==> src/hw/rtl/odtm_pkg.sv <==
// Package for the ordered dither block: item types, threshold masks and
// phase constants. No dependencies; used by the interface file and the top level.
package odtm_pkg;

    // Row and column phases count modulo the LCM of the three mask sizes.
    localparam int unsigned PHASE_MOD = 12;
    localparam int unsigned PHASE_W   = 4;

    // Quantizer step for each mask: full scale over the number of mask cells.
    localparam int unsigned DIV_TWO   = 255 / (2 * 2);
    localparam int unsigned DIV_THREE = 255 / (3 * 3);
    localparam int unsigned DIV_FOUR  = 255 / (4 * 4);

    typedef logic [PHASE_W-1:0] t_phase;

    // Input item: one gray pixel with its raster markers.
    typedef struct packed {
        logic [7:0] gray;
        logic       first_of_image;
        logic       last_of_row;
    } t_pixel;

    // Result item: one black/white decision per mask.
    typedef struct packed {
        logic white_two;
        logic white_three;
        logic white_four;
    } t_result;

    // Threshold masks.
    localparam logic [1:0] MASK_TWO [0:1][0:1] = '{
        '{2'd0, 2'd2},
        '{2'd1, 2'd3}
    };
    localparam logic [3:0] MASK_THREE [0:2][0:2] = '{
        '{4'd2, 4'd6, 4'd4},
        '{4'd5, 4'd0, 4'd1},
        '{4'd8, 4'd3, 4'd7}
    };
    localparam logic [3:0] MASK_FOUR [0:3][0:3] = '{
        '{4'd0,  4'd8,  4'd2,  4'd10},
        '{4'd12, 4'd4,  4'd14, 4'd6},
        '{4'd3,  4'd11, 4'd1,  4'd9},
        '{4'd15, 4'd7,  4'd13, 4'd5}
    };

    // Phase modulo 3, for the 3x3 mask.
    localparam logic [1:0] PHASE_MOD3 [0:PHASE_MOD-1] = '{
        2'd0, 2'd1, 2'd2, 2'd0, 2'd1, 2'd2,
        2'd0, 2'd1, 2'd2, 2'd0, 2'd1, 2'd2
    };

    // gray / step > m holds exactly when gray >= (m + 1) * step.
    // All thresholds stay at or below 252, so nine bits are ample.
    function automatic logic [8:0] threshold(input logic [3:0] m, input int unsigned step);
        logic [8:0] t;
        t = 9'(({5'd0, m} + 9'd1) * 9'(step));
        return t;
    endfunction

    // Advance a phase by one, wrapping at the modulus.
    function automatic t_phase phase_inc(input t_phase p);
        t_phase q;
        q = (p == t_phase'(PHASE_MOD - 1)) ? '0 : p + t_phase'(1);
        return q;
    endfunction

endpackage

==> src/hw/rtl/odtm_stream_if.sv <==
// Valid/ready stream channel carrying one item per handshake.
// Depends on odtm_pkg only through the default payload type, odtm_pkg::t_pixel.
interface odtm_stream_if #(
    parameter type t_payload = odtm_pkg::t_pixel
);
    logic     valid;
    logic     ready;
    t_payload payload;

    modport source (output valid, output payload, input ready);
    modport sink   (input valid, input payload, output ready);
endinterface

==> src/hw/rtl/ordered_dither_three_masks.sv <==
// Ordered dithering of a gray pixel stream with 2x2, 3x3 and 4x4 masks.
// Depends on odtm_pkg and odtm_stream_if.
//
//   port     dir   payload          meaning
//   i_pix    sink  odtm_pkg::t_pixel  gray pixel, image start, end of row
//   o_bits   src   odtm_pkg::t_result three black/white decisions
//
// One item per cycle sustained while o_bits is not stalled; an accepted item
// passes the input register, then the result register, before its result is
// valid on o_bits. The phase counters and the threshold compares sit between
// the two registers. Synchronous active-low reset empties both stages and
// zeroes the row and column phases. A stall on o_bits freezes both stages;
// i_pix stays ready while the input stage is empty.
module ordered_dither_three_masks (
    input  logic           i_clk,
    input  logic           i_rst_n,
    odtm_stream_if.sink    i_pix,
    odtm_stream_if.source  o_bits
);

    logic                r_in_valid, n_in_valid;
    odtm_pkg::t_pixel    r_in,       n_in;
    logic                r_out_valid, n_out_valid;
    odtm_pkg::t_result   r_out,       n_out;
    odtm_pkg::t_phase    r_col_phase, n_col_phase;
    odtm_pkg::t_phase    r_row_phase, n_row_phase;

    logic                w_advance;
    odtm_pkg::t_phase    w_col;
    odtm_pkg::t_phase    w_row;
    logic [1:0]          w_col3;
    logic [1:0]          w_row3;
    logic [8:0]          w_gray;

    // Both stages move together unless the result is held by the sink.
    assign w_advance   = !r_out_valid || o_bits.ready;
    assign i_pix.ready = !r_in_valid || w_advance;

    // Phases seen by the pixel in the input stage; image start clears them.
    assign w_col  = r_in.first_of_image ? '0 : r_col_phase;
    assign w_row  = r_in.first_of_image ? '0 : r_row_phase;
    assign w_col3 = odtm_pkg::PHASE_MOD3[w_col];
    assign w_row3 = odtm_pkg::PHASE_MOD3[w_row];
    assign w_gray = {1'b0, r_in.gray};

    // Capture a new pixel when the input stage frees up.
    always_comb begin
        n_in_valid = r_in_valid;
        n_in       = r_in;
        if (i_pix.ready) begin
            n_in_valid = i_pix.valid;
            n_in       = i_pix.payload;
        end
    end

    // Judge the pixel against each mask and advance the phases.
    always_comb begin
        n_out_valid = r_out_valid;
        n_out       = r_out;
        n_col_phase = r_col_phase;
        n_row_phase = r_row_phase;
        if (w_advance) begin
            n_out_valid = r_in_valid;
            n_out.white_two = w_gray >= odtm_pkg::threshold(
                {2'b00, odtm_pkg::MASK_TWO[w_row[0]][w_col[0]]}, odtm_pkg::DIV_TWO);
            n_out.white_three = w_gray >= odtm_pkg::threshold(
                odtm_pkg::MASK_THREE[w_row3][w_col3], odtm_pkg::DIV_THREE);
            n_out.white_four = w_gray >= odtm_pkg::threshold(
                odtm_pkg::MASK_FOUR[w_row[1:0]][w_col[1:0]], odtm_pkg::DIV_FOUR);
            if (r_in_valid) begin
                if (r_in.last_of_row) begin
                    n_col_phase = '0;
                    n_row_phase = odtm_pkg::phase_inc(w_row);
                end else begin
                    n_col_phase = odtm_pkg::phase_inc(w_col);
                    n_row_phase = w_row;
                end
            end
        end
    end

    // Control registers.
    always_ff @(posedge i_clk) begin
        if (!i_rst_n) begin
            r_in_valid  <= 1'b0;
            r_out_valid <= 1'b0;
            r_col_phase <= '0;
            r_row_phase <= '0;
        end else begin
            r_in_valid  <= n_in_valid;
            r_out_valid <= n_out_valid;
            r_col_phase <= n_col_phase;
            r_row_phase <= n_row_phase;
        end
    end

    // Payload registers.
    always_ff @(posedge i_clk) begin
        r_in  <= n_in;
        r_out <= n_out;
    end

    assign o_bits.valid   = r_out_valid;
    assign o_bits.payload = r_out;

`ifndef SYNTHESIS
    // Phases never leave the modulus range.
    a_phase_range: assert property (@(posedge i_clk) disable iff (!i_rst_n)
        (r_col_phase < odtm_pkg::t_phase'(odtm_pkg::PHASE_MOD))
        && (r_row_phase < odtm_pkg::t_phase'(odtm_pkg::PHASE_MOD)))
        else $error("phase counter out of range");

    // A finished row restarts the column phase.
    a_row_end: assert property (@(posedge i_clk) disable iff (!i_rst_n)
        (w_advance && r_in_valid && r_in.last_of_row) |=> (r_col_phase == '0))
        else $error("column phase not cleared at end of row");

    // A pixel leaving the input stage always lands in the result register.
    a_no_drop: assert property (@(posedge i_clk) disable iff (!i_rst_n)
        (w_advance && r_in_valid) |=> r_out_valid)
        else $error("item dropped between stages");
`endif

endmodule

==> src/flat_wrapper.sv <==
// flat-port wrapper written by rule: the top's interface ports become plain ports
module ordered_dither_three_masks_flat 
  (i_clk, i_rst_n, i_pix_valid, i_pix_payload, i_pix_ready, o_bits_valid, o_bits_payload, o_bits_ready);
  odtm_stream_if #(.t_payload(odtm_pkg::t_pixel)) i_pix_i ();
  odtm_stream_if #(.t_payload(odtm_pkg::t_result)) o_bits_i ();
  input  logic i_clk;
  input  logic i_rst_n;
  input wire logic [$bits(i_pix_i.valid)-1:0] i_pix_valid;
  input wire logic [$bits(i_pix_i.payload)-1:0] i_pix_payload;
  output wire logic [$bits(i_pix_i.ready)-1:0] i_pix_ready;
  output wire logic [$bits(o_bits_i.valid)-1:0] o_bits_valid;
  output wire logic [$bits(o_bits_i.payload)-1:0] o_bits_payload;
  input wire logic [$bits(o_bits_i.ready)-1:0] o_bits_ready;
  assign i_pix_i.valid = i_pix_valid;
  assign i_pix_i.payload = i_pix_payload;
  assign i_pix_ready = i_pix_i.ready;
  assign o_bits_valid = o_bits_i.valid;
  assign o_bits_payload = o_bits_i.payload;
  assign o_bits_i.ready = o_bits_ready;
  ordered_dither_three_masks u_core (.i_clk(i_clk), .i_rst_n(i_rst_n), .i_pix(i_pix_i), .o_bits(o_bits_i));
endmodule
==> config.mk <==
export PLATFORM = sky130hd
export DESIGN_NAME = ordered_dither_three_masks_flat
export DESIGN_NICKNAME = d
export VERILOG_FILES = /design/src/hw/rtl/odtm_pkg.sv /design/src/hw/rtl/odtm_stream_if.sv /design/src/hw/rtl/ordered_dither_three_masks.sv /design/src/flat_wrapper.sv
export SDC_FILE = /design/constraint.sdc
export NUM_CORES = 1
export LEC_CHECK = 0
export BUFFER_PORTS_ARGS = -buffer_cell sky130_fd_sc_hd__buf_2
export CAP_MARGIN = 20
export CORE_ASPECT_RATIO = 1.4
export CORE_UTILIZATION = 45
export CTS_CLUSTER_DIAMETER = 120
export DETAILED_ROUTE_END_ITERATION = 10
export GPL_TIMING_DRIVEN = 0
export MAX_ROUTING_LAYER = met4
export SLEW_MARGIN = 0
export SYNTH_ARGS = -nofsm -noshare
export SYNTH_HDL_FRONTEND = slang
export SYNTH_SLANG_ARGS = --single-unit
==> constraint.sdc <==
create_clock -name i_clk -period 5.7 [get_ports i_clk]
set_clock_uncertainty 0.05 [all_clocks]
set_input_delay 0.855 -clock i_clk [delete_from_list [all_inputs] [get_ports i_clk]]
set_output_delay 0.855 -clock i_clk [all_outputs]
set_load 0.05 [all_outputs]
### Yosys cells after proc, flatten, opt, wreduce, memory -nomap -nowiden

Memories as Yosys holds them, arrays and structs flattened.
Index checks and enable logic that the tools add are counted.
W data, S select, Z words.

| operators by class | value |
|---|---|
| add/sub/neg operators | 5 |
| multipliers | 3 |
| $lt $le $gt $ge | 11 |
| eq/ne operators | 2 |
| mux-type cells | 28 |
| bitwise logic cells | 8 |
| reduce and logical (&&, ||, !) cells | 5 |

Operators with widths:

| operator | number |
|---|---|
| $mux W4 | 12 |
| $bmux W16 S2 | 1 |
| $mux W16 | 2 |
| $ge A8 B9 Y1 | 3 |
| $bmux W12 S2 | 1 |
| $mux W12 | 2 |
| $bmux W4 S2 | 2 |
| $mux W2 | 7 |
| $ge A3 B3 Y1 const B | 4 |
| $not A2 Y3 | 4 |
| $add A4 B1 Y5 const B | 2 |
| $ge A5 B5 Y1 const B | 2 |
| $not A4 Y5 | 2 |
| $mul A9 B3 Y7 const B | 1 |
| $mul A9 B4 Y9 const B | 1 |
| $mul A9 B6 Y9 const B | 1 |
| $add A4 B1 Y4 const B | 2 |
| $eq A4 B4 Y1 const B | 2 |
| $ge A2 B2 Y1 const B | 2 |
| $not A1 Y2 | 2 |
| $add A2 B1 Y3 const B | 1 |
| $mux W3 | 1 |
| $logic_not A1 Y1 | 2 |
| $logic_or A1 B1 Y1 | 2 |
| $reduce_and A2 Y1 | 1 |

| word-level totals | value |
|---|---|
| flip-flop bits (word level) | 23 |
| ROM bits | 64 |
| bits of input ports | 14 |
| output and inout bits | 5 |
| logic and storage cells | 74 |
| memories | 2 |

Memories:

| memory | depth | bits a word | read ports | clocked after memory_dff | write ports | RTL line | source |
|---|---|---|---|---|---|---|---|
| (name not given) | 16 | 2 | 1 | 0 | 0 | ordered_dither_three_masks.sv:43 | `assign w_row3 = odtm_pkg::PHASE_MOD3[w_row];` |
| (name not given) | 16 | 2 | 1 | 0 | 0 | ordered_dither_three_masks.sv:42 | `assign w_col3 = odtm_pkg::PHASE_MOD3[w_col];` |

### Longest topological paths before layout

| depth | value |
|---|---|
| word-level depth | 15 |
| mapped depth | 28 |
| mapped depth without buffers | 28 |

### Worst setup path after synthesis

OpenSTA, ideal clock, no wires.

| timing | value |
|---|---|
| path type | flip-flop to flip-flop |
| start | register u_core.r_in[1] in the netlist's numbering |
| end | register u_core.r_out, in the netlist u_core.o_bits.payload[1] (data pin) |
| setup time | 259 ps |
| arrival | 4924 ps |
| required time | 5391 ps |
| setup slack | 467 ps |
| cell stages (with the launch flop) | 28 |
| path buffers | 0 |
| clock period less this slack | 5233 ps |
| cell sequence | edfxtp_1 > inv_2 > nand2_1 > inv_1 > ha_1 > nor4bb_1 > a211oi_4 > inv_1 > ha_1 > mux2_2 > a21oi_1 > inv_1 > ha_1 > inv_1 > nand3_1 > and2b_1 > xor2_1 > ha_1 > a21o_1 > ha_1 > inv_1 > nor4_1 > a21oi_1 > o311ai_0 > a311oi_1 > ha_1 > o21ai_0 > a21oi_1 |

| between the ends | value |
|---|---|
| word-level cells in the longest chain between the ends | 15 |
| elaborated cells between the ends (all ways) | 21 |
| those cells by class | add/sub: 1; mul: 1; order compare: 1; mux: 12; bitwise: 4; memory: 2 |

RTL lines:

| what | RTL line | source |
|---|---|---|
| start, declared | ordered_dither_three_masks.sv:22 | `odtm_pkg::t_pixel r_in, n_in;` |
| start signal, assigned | ordered_dither_three_masks.sv:99 | `r_in <= n_in;` |
| $mux W4 | ordered_dither_three_masks.sv:41 | `assign w_row = r_in.first_of_image ? '0 : r_row_phase;` |
| $not A4 Y5 (implied by the code) | ordered_dither_three_masks.sv:43 |  |
| $mem_v2 Z16 W2 | n/a |  |
| $mux W2 (implied by the code) (2 in series) | ordered_dither_three_masks.sv:43 |  |
| $not A2 Y3 (implied by the code) | ordered_dither_three_masks.sv:67 | `odtm_pkg::MASK_THREE[w_row3][w_col3], odtm_pkg::DIV_THREE);` |
| $bmux W12 S2 | ordered_dither_three_masks.sv:67 |  |
| $mux W12 (implied by the code) (2 in series) | ordered_dither_three_masks.sv:67 |  |
| $bmux W4 S2 * | ordered_dither_three_masks.sv:67 |  |
| $mux W4 (implied by the code) * (2 in series) | ordered_dither_three_masks.sv:67 |  |
| $add A4 B1 Y5 * | odtm_pkg.sv:57 | `t = 9'(({5'd0, m} + 9'd1) * 9'(step));` |
| $mul A9 B3 Y7 * | odtm_pkg.sv:57 |  |
| $ge A8 B9 Y1 * | ordered_dither_three_masks.sv:66 | `n_out.white_three = w_gray >= odtm_pkg::threshold(` |
| end signal, assigned | ordered_dither_three_masks.sv:100 | `r_out <= n_out;` |
| end, declared | ordered_dither_three_masks.sv:24 | `odtm_pkg::t_result r_out, n_out;` |

Mark *: on every way between the ends. The rest lies on a longest branch, timed or not. The select of a mux whose other input is x is not followed.
A chain may end at the register's enable or synchronous reset.

### Final worst setup path

Ends and elaborated chain as after synthesis.

==> results.py <==
metrics = {
    "synthesis": {
        "synthDistinctLibCells": 54,
        "postSynthCellCount": 300,
        "synthArstFlopShare": 0,
        "yosysWarnings": 0,
        "synth_edf_count": 13,
        "synth.net_count": 375,
        "synth_ff_type": "edfxtp_1",
        "ys_seq_area_frac": 0.2194,
        "postSynthAreaPerCell_sq_um": 8.971,
        "synthesis.area_sq_um": 2691,
        "synth-seq-cells": 23,
    },
    "route": {
        "vias": 2121,
        "dr.pass1.iters": 4,
        "drtIter0Drc": 26,
        "totalWireLength_um": 5459,
        "drc_errors": 0,
        "final_antenna_net_count": 0,
        "wl_met3_um": 41,
        "drt-met1-wl_um": 2481,
        "wl_per_cell_um": 13.68,
        "wl_met2_um": 2895,
        "vias_per_cell": 5.316,
        "top_layer_used": "met4",
    },
    "floorplan": {
        "start_util": 0.4623,
        "ios": 19,
        "dieArea_sq_um": 6299,
        "core_area_sq_um": 5822,
        "rows": 33,
        "die_y_um": 93.51,
        "die_w_um": 67.36,
    },
    "clock_tree": {
        "clk_pin_slew_ns": 0.09,
        "clock_latency_ns": 0.27,
        "htreeDepth": 1,
        "numCtsBuffers": 3,
        "cts_tree": "built",
        "clock-sinks": 23,
        "cts_buffer_depth": 2,
        "holdBufCountCts": 0,
        "cts_root_buf": "clkbuf_8",
    },
    "worst_hold_path": {
        "hp-class": "reg2reg",
    },
    "grt": {
        "antenna_found_initial": 0,
        "grt_overflow": 0,
        "grt_pass1_wl_um": 9080,
        "grt_use_total": 0.1924,
        "grt_pass1_vias": 2040,
        "grt_max_degree": 13,
    },
    "worst_setup_path": {
        "cp_common_cell": "ha_1",
        "critical_path_class": "reg2reg",
        "cp.required_ns": 5.67,
        "critPathTopFamily": "adder cells",
        "slowest_delay_ns": 0.45,
        "worstPathMaxFanout": 9,
        "cp-end-kind": "register",
        "critical_path_arrival_ns": 5.29,
        "cp-start-kind": "register",
        "slowest_stage": "edfxtp_1",
        "path_buf_inv": 6,
    },
    "sta": {
        "worstMarginPinSlew_ns": 0.5375,
        "drv_slew": 0,
        "hold_violations": 0,
        "period_share": 0.9333,
        "finalSetupViolCount": 0,
        "fmax_ghz": 0.1880,
        "slew_headroom": 0.6416,
        "setup_ws_ns": 0.3802,
        "period_minus_slack_ns": 5.320,
    },
    "outcome": {
        "outcome": "finished, final reports clean",
    },
    "placed_design": {
        "routabilityCongestion": 0.7855,
        "portBuffers": 18,
        "place_ws_ns": -0.4460,
        "placed_cells": 388,
        "dp_hpwl_um": 4410,
    },
    "finish": {
        "drive_gt1_frac": 0.1520,
        "fin_cells": 399,
        "syn2layout_area_growth_pct": 11.95,
        "diodes": 0,
        "layout.nets": 405,
    },
    "run": {
        "max_cap_viol_count": 0,
    },
    "power": {
        "ir_drop_uv": 104.6,
        "p_leak_uw": 0.001482,
        "power_density_nw_per_um2": 156.8,
    },
}
-- path summary, 6_finish.rpt --
| kind | start | endpoint | slack, ns | cells after the start |
|---|---|---|---|---|
| worst max-delay path | u_core.r_in[1]$_DFFE_PP_ | u_core.o_bits.payload[1]$_DFFE_PN_ | 0.38 | 27 |
| worst min-delay path | u_core.r_in_valid$_SDFFE_PN0P_ | u_core.o_bits.valid$_SDFFE_PN0N_ | 0.50 | 1 |
| worst max register to register | u_core.r_in[1]$_DFFE_PP_ | u_core.o_bits.payload[1]$_DFFE_PN_ | 0.38 | 27 |
| worst min register to register | u_core.r_in_valid$_SDFFE_PN0P_ | u_core.o_bits.valid$_SDFFE_PN0N_ | 0.50 | 1 |
-- what timing repair did --
action                                  in CTS  in global routing
pin swaps                                    0                  3
endpoints found under the setup margin       1                  1
gates resized for setup                      4                  8
setup buffers                                1                  6
hold endpoints to repair                     0                  0
gates cloned                                 0                  0
-- registers in the layout, summed over array words and instances, names as in the netlist --
register,count
u_core.r_row_phase,4
u_core.o_bits.valid,1
u_core.r_col_phase,4
u_core.r_in,10
u_core.r_in_valid,1
u_core.o_bits.payload,3
-- per-stage QoR --
| step | power [uW] | util | cell area [sq um] | TNS [ns] | hold slack (ns) |
|---|---|---|---|---|---|
| finish | 472.5 | 0.5175 | 3013 | 0 | 0.4968 |
| global route | 507.0 | 0.5175 | 3013 | -0.009867 | 0.5202 |
| global placement | 364.2 | 0.4928 | 2869 | -0.3771 | 0.4726 |
| floorplan | 326.9 | - | 2691 | 0 | 0.4403 |
| detailed placement | 368.0 | 0.4928 | 2869 | -0.4460 | 0.4774 |
| CTS | 474.3 | 0.5042 | 2935 | 0 | 0.4994 |
-- Yosys cell counts (2+ instances only) --
| master | count | area share |
|---|---|---|
| a21boi_0 | 4 | 0.011 |
| a21o_1 | 9 | 0.025 |
| a21oi_1 | 20 | 0.037 |
| a221o_1 | 2 | 0.0074 |
| a221oi_2 | 2 | 0.011 |
| a22oi_1 | 2 | 0.0056 |
| and2_1 | 3 | 0.0070 |
| conb_1 | 2 | 0.0028 |
| dfxtp_1 | 10 | 0.074 |
| edfxtp_1 | 13 | 0.15 |
| fa_1 | 6 | 0.045 |
| ha_1 | 55 | 0.26 |
| inv_1 | 33 | 0.046 |
| nand2_1 | 21 | 0.029 |
| nand2b_1 | 9 | 0.021 |
| nand3_1 | 8 | 0.015 |
| nor2_1 | 15 | 0.021 |
| nor2b_1 | 11 | 0.026 |
| nor3_1 | 4 | 0.0074 |
| nor3b_1 | 4 | 0.011 |
| o21a_1 | 7 | 0.020 |
| o21ai_0 | 17 | 0.032 |
| or3_1 | 2 | 0.0046 |
| or4_1 | 2 | 0.0056 |
| xnor2_1 | 5 | 0.016 |
| xor2_1 | 6 | 0.020 |
-- metal layers --
metal / global-route usage / up-vias
met5: - / -
met4: 0.03723 / 0
met3: 0.01098 / 2
met2: 0.3558 / 14
met1: 0.2226 / 989
li1: - / 1116
-- layout by cell type (no fill, tap or decap), types with 2 or more instances in the layout --
cell type	Yosys	final
ha_1	55	54
inv_1	33	31
nand2_1	21	19
buf_2	1	19
a21oi_1	20	19
o21ai_0	17	17
nor2_1	15	15
edfxtp_1	13	13
nor2b_1	11	11
dfxtp_1	10	10
nand2b_1	9	9
a21o_1	9	9
nand3_1	8	8
o21a_1	7	7
buf_4	0	7
xor2_1	6	6
fa_1	6	6
xnor2_1	5	5
nor3b_1	4	4
a21boi_0	4	4
nor3_1	4	4
and2_1	3	3
clkbuf_8	0	3
a221oi_2	2	2
or3_1	2	2
inv_4	0	2
a221o_1	2	2
a22oi_1	2	2
or4_1	2	2
conb_1	2	2
-- cell families after synthesis --
family,synth area share
simple gates,0.1860
compound gates,0.1869
fa+ha+maj,0.3003
buf+inv,0.04928
flops,0.2194
xor+xnor,0.04184
mux,0.01348
other cells,0.002790
-- area by class of cell --
type / instances / area (sq um)
inverter: 34 / 132.6
clock buffer: 4 / 45.04
sequential: 23 / 590.6
fill: 567 / 2809
timing repair buffer: 25 / 142.6
buffer: 1 / 5.005
tap: 70 / 87.58
multi-input combinational: 242 / 2009
-- power breakdown --
part | leakage [uW] | switching, uW | internal, uW
Combinational | 0.00124 | 98.4 | 73.3
Sequential | 0.000217 | 9.22 | 187
Clock | 0.0000228 | 54.2 | 49.9
Total | 0.00148 | 162 | 311
Power figures use the tool's default switching activity.
